<file path="src/rtl/twhsr_pkg.sv">
// shared types and constants for the two-wire humidity sensor reader
// no dependencies; used by twhsr_csr, twhsr_seq and the top level
`default_nettype none

package twhsr_pkg;

   // one time slot of input: start request, mode and sampled DATA pin
   typedef struct packed {
      logic       start_req;
      logic [1:0] mode;
      logic       data_pin;
   } req_type;

   // one time slot of output: bus levels, status and the last measurement word
   typedef struct packed {
      logic        sck;
      logic        data_level;
      logic        data_drive;
      logic        busy_res;
      logic        done_res;
      logic        error;
      logic [15:0] value;
   } rsp_type;

   // configuration registers as seen by the sequencer
   typedef struct packed {
      logic [7:0]  temp_command;
      logic [7:0]  humidity_command;
      logic [15:0] wait_slots;
   } cfg_type;

   // register indexes of the configuration port
   localparam logic [1:0] CSR_TEMP_COMMAND     = 2'd0;
   localparam logic [1:0] CSR_HUMIDITY_COMMAND = 2'd1;
   localparam logic [1:0] CSR_WAIT_SLOTS       = 2'd2;

   localparam logic [7:0]  TEMP_COMMAND_RESET     = 8'd3;
   localparam logic [7:0]  HUMIDITY_COMMAND_RESET = 8'd5;
   localparam logic [15:0] WAIT_SLOTS_RESET       = 16'd320;

   // measurement modes
   localparam logic [1:0] MODE_TEMP     = 2'd0;
   localparam logic [1:0] MODE_HUMIDITY = 2'd1;

   // transmission-start pattern, bit n is the level in slot n
   localparam logic [7:0] START_SCK = 8'b0011_0110;
   localparam logic [7:0] START_DAT = 8'b0010_0011;
   localparam logic [2:0] START_LAST_SLOT = 3'd5;

   // three-slot bit and acknowledge cells
   localparam logic [2:0] CELL_HIGH_SLOT = 3'd1;
   localparam logic [2:0] CELL_LAST_SLOT = 3'd2;
   localparam logic [2:0] LAST_BIT       = 3'd7;

   typedef enum logic [3:0] {
      PH_IDLE  = 4'd0,
      PH_START = 4'd1,
      PH_WBIT  = 4'd2,
      PH_WACK  = 4'd3,
      PH_WAIT  = 4'd4,
      PH_RHI   = 4'd5,
      PH_AHI   = 4'd6,
      PH_RLO   = 4'd7,
      PH_ALO   = 4'd8
   } phase_type;

endpackage

`default_nettype wire

</file>
<file path="src/rtl/twhsr_csr.sv">
// configuration registers: command bytes and data-ready wait length
// depends on twhsr_pkg
`default_nettype none

module twhsr_csr (
   input  wire logic                clock,
   input  wire logic                reset,
   input  wire logic                csr_valid,
   output      logic                csr_ready,
   input  wire logic [1:0]          csr_index,
   input  wire logic [15:0]         csr_wdata,
   output      twhsr_pkg::cfg_type  cfg
);

   twhsr_pkg::cfg_type cfg_ff, cfg_in;
   logic               write;

   assign csr_ready = 1'b1;
   assign write     = csr_valid & csr_ready;

   always_comb begin
      cfg_in = cfg_ff;
      if (write) begin
         unique case (csr_index)
            twhsr_pkg::CSR_TEMP_COMMAND:     cfg_in.temp_command     = csr_wdata[7:0];
            twhsr_pkg::CSR_HUMIDITY_COMMAND: cfg_in.humidity_command = csr_wdata[7:0];
            twhsr_pkg::CSR_WAIT_SLOTS:       cfg_in.wait_slots       = csr_wdata;
            default: ;  // unused index, ignored
         endcase
      end
   end

   always_ff @(posedge clock) begin
      if (reset) begin
         cfg_ff.temp_command     <= twhsr_pkg::TEMP_COMMAND_RESET;
         cfg_ff.humidity_command <= twhsr_pkg::HUMIDITY_COMMAND_RESET;
         cfg_ff.wait_slots       <= twhsr_pkg::WAIT_SLOTS_RESET;
      end else begin
         cfg_ff <= cfg_in;
      end
   end

   assign cfg = cfg_ff;

endmodule

`default_nettype wire

</file>
<file path="src/rtl/twhsr_seq.sv">
// bus sequencer: one step of the start / command / wait / read sequence per slot
// depends on twhsr_pkg
`default_nettype none

module twhsr_seq (
   input  wire logic                clock,
   input  wire logic                reset,
   input  wire logic                step,
   input  wire twhsr_pkg::req_type  req,
   input  wire twhsr_pkg::cfg_type  cfg,
   output      twhsr_pkg::rsp_type  rsp
);

   twhsr_pkg::phase_type phase_ff, phase_in, cur_phase;
   logic [2:0]  bit_ff, bit_in;
   logic [2:0]  slot_ff, slot_in, cur_slot;
   logic [7:0]  shift_ff, shift_in, cur_shift;
   logic [7:0]  high_ff, high_in;
   logic [15:0] wait_ff, wait_in, wait_inc;
   logic [15:0] word_ff, word_in;
   logic        cmd_ff, cmd_in, cur_cmd;
   logic        launch;

   // a start in idle runs the first start slot in the same step
   assign launch    = (phase_ff == twhsr_pkg::PH_IDLE) && req.start_req;
   assign cur_phase = launch ? twhsr_pkg::PH_START : phase_ff;
   assign cur_slot  = launch ? 3'd0 : slot_ff;
   assign cur_cmd   = launch ? (req.mode == twhsr_pkg::MODE_TEMP ||
                                req.mode == twhsr_pkg::MODE_HUMIDITY) : cmd_ff;
   assign wait_inc  = wait_ff + 16'd1;

   always_comb begin
      if (!launch)
         cur_shift = shift_ff;
      else if (req.mode == twhsr_pkg::MODE_TEMP)
         cur_shift = cfg.temp_command;
      else if (req.mode == twhsr_pkg::MODE_HUMIDITY)
         cur_shift = cfg.humidity_command;
      else
         cur_shift = 8'd0;
   end

   // next state
   always_comb begin
      phase_in = cur_phase;
      bit_in   = bit_ff;
      slot_in  = cur_slot;
      shift_in = cur_shift;
      high_in  = high_ff;
      wait_in  = wait_ff;
      word_in  = word_ff;
      cmd_in   = cur_cmd;
      unique case (cur_phase)
         twhsr_pkg::PH_IDLE: ;
         twhsr_pkg::PH_START: begin
            slot_in = cur_slot + 3'd1;
            if (cur_slot == twhsr_pkg::START_LAST_SLOT) begin
               slot_in = 3'd0;
               if (cur_cmd) begin
                  phase_in = twhsr_pkg::PH_WBIT;
                  bit_in   = 3'd0;
               end else begin
                  wait_in = 16'd0;
                  if (cfg.wait_slots == 16'd0) begin
                     phase_in = twhsr_pkg::PH_RHI;
                     bit_in   = 3'd0;
                     shift_in = 8'd0;
                  end else begin
                     phase_in = twhsr_pkg::PH_WAIT;
                  end
               end
            end
         end
         twhsr_pkg::PH_WBIT: begin
            slot_in = cur_slot + 3'd1;
            if (cur_slot == twhsr_pkg::CELL_LAST_SLOT) begin
               slot_in = 3'd0;
               if (bit_ff == twhsr_pkg::LAST_BIT) phase_in = twhsr_pkg::PH_WACK;
               else                               bit_in   = bit_ff + 3'd1;
            end
         end
         twhsr_pkg::PH_WACK: begin
            if (req.data_pin) begin
               phase_in = twhsr_pkg::PH_IDLE;
            end else begin
               wait_in = 16'd0;
               if (cfg.wait_slots == 16'd0) begin
                  phase_in = twhsr_pkg::PH_RHI;
                  bit_in   = 3'd0;
                  slot_in  = 3'd0;
                  shift_in = 8'd0;
               end else begin
                  phase_in = twhsr_pkg::PH_WAIT;
               end
            end
         end
         twhsr_pkg::PH_WAIT: begin
            wait_in = wait_inc;
            if (wait_inc >= cfg.wait_slots) begin
               phase_in = twhsr_pkg::PH_RHI;
               bit_in   = 3'd0;
               slot_in  = 3'd0;
               shift_in = 8'd0;
            end
         end
         twhsr_pkg::PH_RHI, twhsr_pkg::PH_RLO: begin
            if (cur_slot == 3'd0) begin
               // data-ready check on the first low slot of the high byte
               if (cur_phase == twhsr_pkg::PH_RHI && bit_ff == 3'd0 && req.data_pin)
                  phase_in = twhsr_pkg::PH_IDLE;
               else
                  slot_in = 3'd1;
            end else begin
               shift_in = {cur_shift[6:0], req.data_pin};
               slot_in  = 3'd0;
               if (bit_ff == twhsr_pkg::LAST_BIT)
                  phase_in = (cur_phase == twhsr_pkg::PH_RHI) ? twhsr_pkg::PH_AHI
                                                               : twhsr_pkg::PH_ALO;
               else
                  bit_in = bit_ff + 3'd1;
            end
         end
         twhsr_pkg::PH_AHI, twhsr_pkg::PH_ALO: begin
            slot_in = cur_slot + 3'd1;
            if (cur_slot == twhsr_pkg::CELL_LAST_SLOT) begin
               slot_in = 3'd0;
               if (cur_phase == twhsr_pkg::PH_AHI) begin
                  high_in  = cur_shift;
                  phase_in = twhsr_pkg::PH_RLO;
                  bit_in   = 3'd0;
                  shift_in = 8'd0;
               end else begin
                  word_in  = {high_ff, cur_shift};
                  phase_in = twhsr_pkg::PH_IDLE;
               end
            end
         end
         default: phase_in = twhsr_pkg::PH_IDLE;
      endcase
   end

   // slot outputs
   always_comb begin
      rsp            = '0;
      rsp.busy_res   = 1'b1;
      rsp.value      = word_in;
      unique case (cur_phase)
         twhsr_pkg::PH_IDLE: rsp.busy_res = 1'b0;
         twhsr_pkg::PH_START: begin
            rsp.sck        = twhsr_pkg::START_SCK[cur_slot];
            rsp.data_level = twhsr_pkg::START_DAT[cur_slot];
            rsp.data_drive = 1'b1;
         end
         twhsr_pkg::PH_WBIT: begin
            rsp.data_level = cur_shift[3'd7 - bit_ff];
            rsp.data_drive = 1'b1;
            rsp.sck        = (cur_slot == twhsr_pkg::CELL_HIGH_SLOT);
         end
         twhsr_pkg::PH_WACK: begin
            // missing acknowledge from the sensor
            rsp.sck      = 1'b1;
            rsp.done_res = req.data_pin;
            rsp.error    = req.data_pin;
         end
         twhsr_pkg::PH_WAIT: ;
         twhsr_pkg::PH_RHI, twhsr_pkg::PH_RLO: begin
            if (cur_slot == 3'd0) begin
               // data not ready: timeout
               if (cur_phase == twhsr_pkg::PH_RHI && bit_ff == 3'd0 && req.data_pin) begin
                  rsp.done_res = 1'b1;
                  rsp.error    = 1'b1;
               end
            end else begin
               rsp.sck = 1'b1;
            end
         end
         twhsr_pkg::PH_AHI, twhsr_pkg::PH_ALO: begin
            rsp.data_drive = 1'b1;
            rsp.sck        = (cur_slot == twhsr_pkg::CELL_HIGH_SLOT);
            rsp.done_res   = (cur_phase == twhsr_pkg::PH_ALO) &&
                             (cur_slot == twhsr_pkg::CELL_LAST_SLOT);
         end
         default: rsp.busy_res = 1'b0;
      endcase
   end

   always_ff @(posedge clock) begin
      if (reset) begin
         phase_ff <= twhsr_pkg::PH_IDLE;
         bit_ff   <= 3'd0;
         slot_ff  <= 3'd0;
         shift_ff <= 8'd0;
         high_ff  <= 8'd0;
         wait_ff  <= 16'd0;
         word_ff  <= 16'd0;
         cmd_ff   <= 1'b0;
      end else if (step) begin
         phase_ff <= phase_in;
         bit_ff   <= bit_in;
         slot_ff  <= slot_in;
         shift_ff <= shift_in;
         high_ff  <= high_in;
         wait_ff  <= wait_in;
         word_ff  <= word_in;
         cmd_ff   <= cmd_in;
      end
   end

endmodule

`default_nettype wire

</file>
<file path="src/rtl/two_wire_humidity_sensor_reader_unit.sv">
// two-wire humidity sensor reader: top level with input and result registers
// depends on twhsr_pkg, twhsr_csr and twhsr_seq
// throughput: one slot per cycle unless the result stage stalls, set by the single-step
//   sequencer between the two registers
// a slot is taken while the previous result still waits; only a stalled full result stage
//   holds the input stage
// reset (synchronous, active high): sequencer idle, counters and word cleared,
//   registers to their defaults (commands 3 and 5, wait 320 slots), both stages empty
`default_nettype none

module two_wire_humidity_sensor_reader_unit (
   input  wire logic                clock,
   input  wire logic                reset,
   // slot input channel
   input  wire logic                req_valid,
   output      logic                req_stall,
   input  wire twhsr_pkg::req_type  req_data,
   // slot result channel
   output      logic                rsp_valid,
   input  wire logic                rsp_stall,
   output      twhsr_pkg::rsp_type  rsp_data,
   // configuration write channel
   input  wire logic                csr_valid,
   output      logic                csr_ready,
   input  wire logic [1:0]          csr_index,
   input  wire logic [15:0]         csr_wdata
);

   twhsr_pkg::req_type req_ff;
   twhsr_pkg::rsp_type rsp_ff, step_rsp;
   twhsr_pkg::cfg_type cfg;
   logic               req_vld_ff, req_vld_in;
   logic               rsp_vld_ff, rsp_vld_in;
   logic               req_take;   // input transfer
   logic               advance;    // held slot moves through the sequencer

   // a held slot advances when the result stage is empty or being drained
   assign advance    = req_vld_ff && (!rsp_vld_ff || !rsp_stall);
   assign req_stall  = req_vld_ff && !advance;
   assign req_take   = req_valid && !req_stall;
   assign req_vld_in = req_take || (req_vld_ff && !advance);
   assign rsp_vld_in = advance || (rsp_vld_ff && rsp_stall);

   twhsr_csr u_csr (
      .clock     (clock),
      .reset     (reset),
      .csr_valid (csr_valid),
      .csr_ready (csr_ready),
      .csr_index (csr_index),
      .csr_wdata (csr_wdata),
      .cfg       (cfg)
   );

   // sequencer state moves exactly once per slot
   twhsr_seq u_seq (
      .clock (clock),
      .reset (reset),
      .step  (advance),
      .req   (req_ff),
      .cfg   (cfg),
      .rsp   (step_rsp)
   );

   // handshake control
   always_ff @(posedge clock) begin
      if (reset) begin
         req_vld_ff <= 1'b0;
         rsp_vld_ff <= 1'b0;
      end else begin
         req_vld_ff <= req_vld_in;
         rsp_vld_ff <= rsp_vld_in;
      end
   end

   // payload stages, no reset needed
   always_ff @(posedge clock) begin
      if (req_take) req_ff <= req_data;
      if (advance)  rsp_ff <= step_rsp;
   end

   assign rsp_valid = rsp_vld_ff;
   assign rsp_data  = rsp_ff;

   // a new result only appears after a held slot was present
   a_rsp_from_req: assert property (@(posedge clock) disable iff (reset)
      $rose(rsp_vld_ff) |-> $past(req_vld_ff))
      else $error("result appeared without a held slot");

   // the input stage only stalls behind a full, stalled result stage
   a_stall_cause: assert property (@(posedge clock) disable iff (reset)
      req_stall |-> (rsp_vld_ff && rsp_stall && req_vld_ff))
      else $error("input stalled without a blocked result");

   // error is only flagged on the final slot of a sequence
   a_err_done: assert property (@(posedge clock) disable iff (reset)
      rsp_vld_ff |-> (!rsp_ff.error || (rsp_ff.done_res && rsp_ff.busy_res)))
      else $error("error without done");

   // an idle slot neither clocks nor drives the bus
   a_idle_quiet: assert property (@(posedge clock) disable iff (reset)
      (rsp_vld_ff && !rsp_ff.busy_res) |-> (!rsp_ff.sck && !rsp_ff.data_drive))
      else $error("bus activity outside a sequence");

endmodule

`default_nettype wire

</file>
<file path="config.mk">
export PLATFORM = sky130hd
export DESIGN_NAME = two_wire_humidity_sensor_reader_unit
export DESIGN_NICKNAME = d
export VERILOG_FILES = /design/src/rtl/twhsr_pkg.sv /design/src/rtl/twhsr_csr.sv /design/src/rtl/twhsr_seq.sv /design/src/rtl/two_wire_humidity_sensor_reader_unit.sv
export SDC_FILE = /design/constraint.sdc
export NUM_CORES = 1
export LEC_CHECK = 0
export BUFFER_PORTS_ARGS = -buffer_cell sky130_fd_sc_hd__buf_2
export CORE_ASPECT_RATIO = 0.7
export CORE_MARGIN = 8
export CORE_UTILIZATION = 45
export DETAILED_ROUTE_END_ITERATION = 6
export PLACE_DENSITY = 0.6
export RECOVER_POWER = 25
export SLEW_MARGIN = 15
export SYNTH_ARGS = -nofsm -noshare
export SYNTH_HDL_FRONTEND = slang
export SYNTH_SLANG_ARGS = --single-unit
export TNS_END_PERCENT = 100
</file>
<file path="constraint.sdc">
create_clock -name clock -period 7.2 [get_ports clock]
set_clock_uncertainty 0.15 [all_clocks]
set_input_delay 1.08 -clock clock [delete_from_list [all_inputs] [get_ports clock]]
set_output_delay 1.08 -clock clock [all_outputs]
set_load 0.1 [all_outputs]
</file>
==> Flow_metrics.wiki <==
{| class="wikitable"
! Metric !! Value
|-
| Status || finished, violations left
|-
| Violated checks || max-capacitance violations, max-slew violations
|-
| Area of the mapped netlist || 6157 um^2
|-
| Area leader, netlist || sky130_fd_sc_hd__dfxtp_1
|-
| Number of flops mapped to enable cells by yosys || 26
|-
| CTS tree || done
|-
| Aggregate negative setup slack || 0 ns
|-
| Share of total power in the clock network || 49.3%
|-
| Most used flip-flop cell after synthesis || sky130_fd_sc_hd__dfxtp_1
|-
| Clock Sinks || 119
|-
| Yosys reg bits || 119
|-
| Number of placement rows || 35
|-
| Setup repair after global routing missed its margin || no
|-
| Slew @ Worst Pin || 4.248 ns
|-
| Met1 Use GR || 25.18%
|-
| Type of element capturing the critical path || flop
|-
| Avg Synthesized Cell Area || 8.540 um^2
|-
| Static leakage || 2.756 nW
|-
| Synthesized netlist net count || 772
|-
| Total congestion overflow || 0
|-
| Part of the total power dissipated in combinational logic || 10.2%
|-
| Reg-to-reg endpoint || u_seq.shift_ff[6]
|-
| Worst R2R Path Depth || 12
|-
| Synth-to-layout area growth || 15.50%
|-
| Number of buffers created by CTS || 17
|-
| Routed vias || 5,349
|-
| Most common cell after layout, fill and taps aside || sky130_fd_sc_hd__nor2_1
|-
| Net Switching || 0.4703 mW
|-
| Footprint of the multi-input gates || 3231 um^2
|-
| Worst skew pair latency || 0.41 ns
|-
| Data arrival time of the critical path || 4.60 ns
|-
| Avg WL per Cell || 17.04 um
|-
| Number of H-tree branching levels || 4
|-
| Mean number of vias per cell || 5.631
|-
| Hold Path Class || reg2reg
|-
| Antenna violations before repair || 0
|-
| I/O pin count || 52
|-
| Height of the die || 113.9 um
|-
| Register share of total power || 40.6%
|-
| Internal reg-to-reg setup slack || 2.53 ns
|-
| Power density over the cells || 249.9 nW/um^2
|-
| Number of post-CTS setup repair buffers || 0
|-
| Detailed placement HPWL || 11,300 um
|-
| Peak clock frequency supported by timing || 214.3 MHz
|-
| Area of the die || 17,740 um^2
|-
| Share of the synthesized area in the top cell type || 30.24%
|-
| Commonest cells after routing, fill and taps aside || sky130_fd_sc_hd__nor2_1, sky130_fd_sc_hd__dfxtp_1, sky130_fd_sc_hd__nand2_1
|-
| Clock edge transition at the registers on the reported setup and hold paths || 0.06 ns
|-
| Pin count of the biggest net entering global routing || 94
|-
| Final cycle utilization of the critical path || 64.80%
|-
| Number of nets still failing antenna checks after routing || 0
|-
| Clock root buffer || sky130_fd_sc_hd__clkbuf_16
|-
| Largest driver fanout on the critical path || 8
|-
| Sequential Area || 2643 um^2
|-
| Post-CTS Hold Buffers || 0
|-
| Cells along the critical path || and3_1, nand3_1, nor3_1, nand3_1, xnor2_1, ha_1, and4_1, nand2_1, o31ai_1, o21ai_0, nor3_1, a211oi_1
|-
| Final Max Slew Viols || 94
|-
| Crit Reg-Reg Startpoint || u_seq.wait_ff[4]
|-
| Cell types with the largest area share after synthesis || sky130_fd_sc_hd__dfxtp_1, sky130_fd_sc_hd__edfxtp_1, sky130_fd_sc_hd__nor2_1, sky130_fd_sc_hd__a21oi_1, sky130_fd_sc_hd__nand2_1
|-
| GR Util met2 || 28.12%
|-
| Final-stage net count || 803
|-
| CP Data Required Time || 7.14 ns
|-
| Share of post-route cells with drive strength above 1 || 13.07%
|-
| Met3 capacity usage during global routing || 4.685%
|-
| Cells after synthesis || 721
|-
| Crit-path max cell delay || 0.90 ns
|-
| Fill count || 1,238
|-
| First-pass GRT wire length || 26,070 um
|-
| Endpoint of the worst hold-timing path || u_seq.word_ff[15]
|-
| Worst hold path stage count || 2
|-
| Core region area || 13,270 um^2
|-
| Number of buffers between clock root and the deepest sink || 2
|-
| Fraction of power spent switching nets || 26.46%
|-
| Crit Path Category || reg2reg
|-
| Residual DRC || 0
|-
| Initial core utilization || 46.40%
|-
| Peak-usage layer in the global routing report || met2
|-
| Final core utilization || 53.60%
|-
| DRT Pass-1 Iters || 5
|-
| Critical-path top delay cell || sky130_fd_sc_hd__nor3_1
|-
| Resized Gates After CTS || 0
|-
| Final hold violation count || 0
|-
| Maximum Capacitance Violations || 1
|-
| Aggregate global-route resource usage || 18.44%
|-
| Last weighted congestion value of the routability-driven placer || 0.9533
|-
| Violation count after the first detailed-route iteration || 408
|-
| Count of distinct cell types in the synthesized netlist || 56
|-
| IR Drop Worst-Case VDD || 0.1521 mV
|-
| Overall die width || 155.8 um
|-
| Final count of negative-setup-slack endpoints || 0
|-
| Number of global-route vias before repair || 4,996
|-
| Overall power || 1.777 mW
|-
| Wirelength, routed || 16,190 um
|-
| Proportion of register bits with asynchronous set or reset after synthesis || 0%
|-
| Crit start category || flop
|-
| Share of synthesized area occupied by flip-flops and latches || 42.92%
|-
| Worst slew slack as a fraction of its limit || -183.2%
|-
| Internal power summed over all cells || 1.307 mW
|-
| Synth Warn # || 0
|-
| Worst min-delay path startpoint || u_seq.word_ff[15]
|-
| Buffers on Ports || 50
|-
| Antenna diode count || 0
|-
| Clock period minus worst slack || 4.665 ns
|}
[kinds of logic after synthesis]
family,count (synthesis),share of synthesized area (%)
flops,119,42.92
mux,38,6.564
buf+inv,70,4.613
fa+ha+maj,24,4.877
compound gates,172,17.19
other cells,1,0.06090
xor+xnor,15,2.134
simple gates,282,21.64
[registers in the layout (all words and copies together) (netlist names), 4 cells and up]
signal,flops
rsp_data,22
u_seq.high_ff,8
u_seq.phase_ff,4
u_seq.word_ff,16
u_seq.wait_ff,16
u_csr.cfg,32
u_seq.shift_ff,8
req_ff,4
[critical path: cells and delay by family (launching register included)]
family                   cells  cell delay [ns]
AND/OR/NAND/NOR              7             2.34
AO/OA/AOI/OAI                3             0.96
flip-flops                   1             0.40
adder cells (fa/ha/maj)      1             0.29
XOR/XNOR                     1             0.18
[worst max-delay path by stage]
stage	from	end	slack, ns	cells after the start
after floorplan	u_seq.wait_ff[0]	u_seq.shift_ff[6]	3.79	14
after global placement	u_seq.wait_ff[4]	u_seq.shift_ff[6]	3.09	12
after detailed placement	u_seq.wait_ff[4]	u_seq.shift_ff[6]	2.80	12
after CTS	u_seq.wait_ff[4]	u_seq.shift_ff[6]	2.80	12
after global routing	u_seq.wait_ff[4]	u_seq.shift_ff[7]	2.17	12
final	u_seq.wait_ff[4]	u_seq.shift_ff[6]	2.53	12
[per-stage QoR]
step / hold WS (ns) / area, um^2 / worst slack [ns] / instances
4_1_cts: 0.3049 / 7118 / 2.801 / 950
5_1_grt: 0.3270 / 7112 / 2.167 / 950
6_report: 0.3018 / 7112 / 2.535 / 950
3_3_place_gp: 0.2884 / 6505 / 3.094 / 918
2_1_floorplan: 0.2829 / 6157 / 3.787 / 721
3_5_place_dp: 0.2964 / 6505 / 2.796 / 918
[metal layers]
layer,part of all wire (%),up-vias,wire length [um]
li1,-,2628,-
met1,48,2526,7851
met2,44,174,7060
met3,6.4,21,1039
met4,1.5,0,236
met5,0,-,0
[synth_stat cells (5+ instances only)]
cell / number
sky130_fd_sc_hd__nor3_1: 14
sky130_fd_sc_hd__inv_1: 24
sky130_fd_sc_hd__a211oi_1: 24
sky130_fd_sc_hd__clkbuf_1: 31
sky130_fd_sc_hd__buf_2: 8
sky130_fd_sc_hd__nand4_1: 8
sky130_fd_sc_hd__dfxtp_1: 93
sky130_fd_sc_hd__nor2_1: 95
sky130_fd_sc_hd__mux2i_1: 28
sky130_fd_sc_hd__and3_1: 9
sky130_fd_sc_hd__ha_1: 24
sky130_fd_sc_hd__nand3_1: 19
sky130_fd_sc_hd__mux2_2: 9
sky130_fd_sc_hd__a211o_1: 6
sky130_fd_sc_hd__o21ai_0: 39
sky130_fd_sc_hd__xor2_1: 8
sky130_fd_sc_hd__a21oi_1: 64
sky130_fd_sc_hd__buf_1: 5
sky130_fd_sc_hd__nand2b_1: 14
sky130_fd_sc_hd__nor2b_1: 7
sky130_fd_sc_hd__nor4_1: 8
sky130_fd_sc_hd__xnor2_1: 7
sky130_fd_sc_hd__nand2_1: 82
sky130_fd_sc_hd__nand3b_1: 9
sky130_fd_sc_hd__edfxtp_1: 26
sky130_fd_sc_hd__a22oi_1: 6
[power by group through the flow]
stage	clock, mW	combinational [mW]	sequential, mW
global route	0.919	0.195	0.724
CTS	0.888	0.180	0.720
detailed placement	0	0.179	0.734
floorplan	0	0.0993	0.768
finish	0.876	0.181	0.721
global placement	0	0.178	0.734
[final cells by class]
cell class	instances	share of cell area (%)
inverter	24	1.267
multi-input combinational	532	45.43
clock buffer	18	6.175
clock inverter	14	2.445
timing repair buffer	58	4.275
tap	185	3.255
sequential	119	37.16
(Power assumes the default switching activity.)
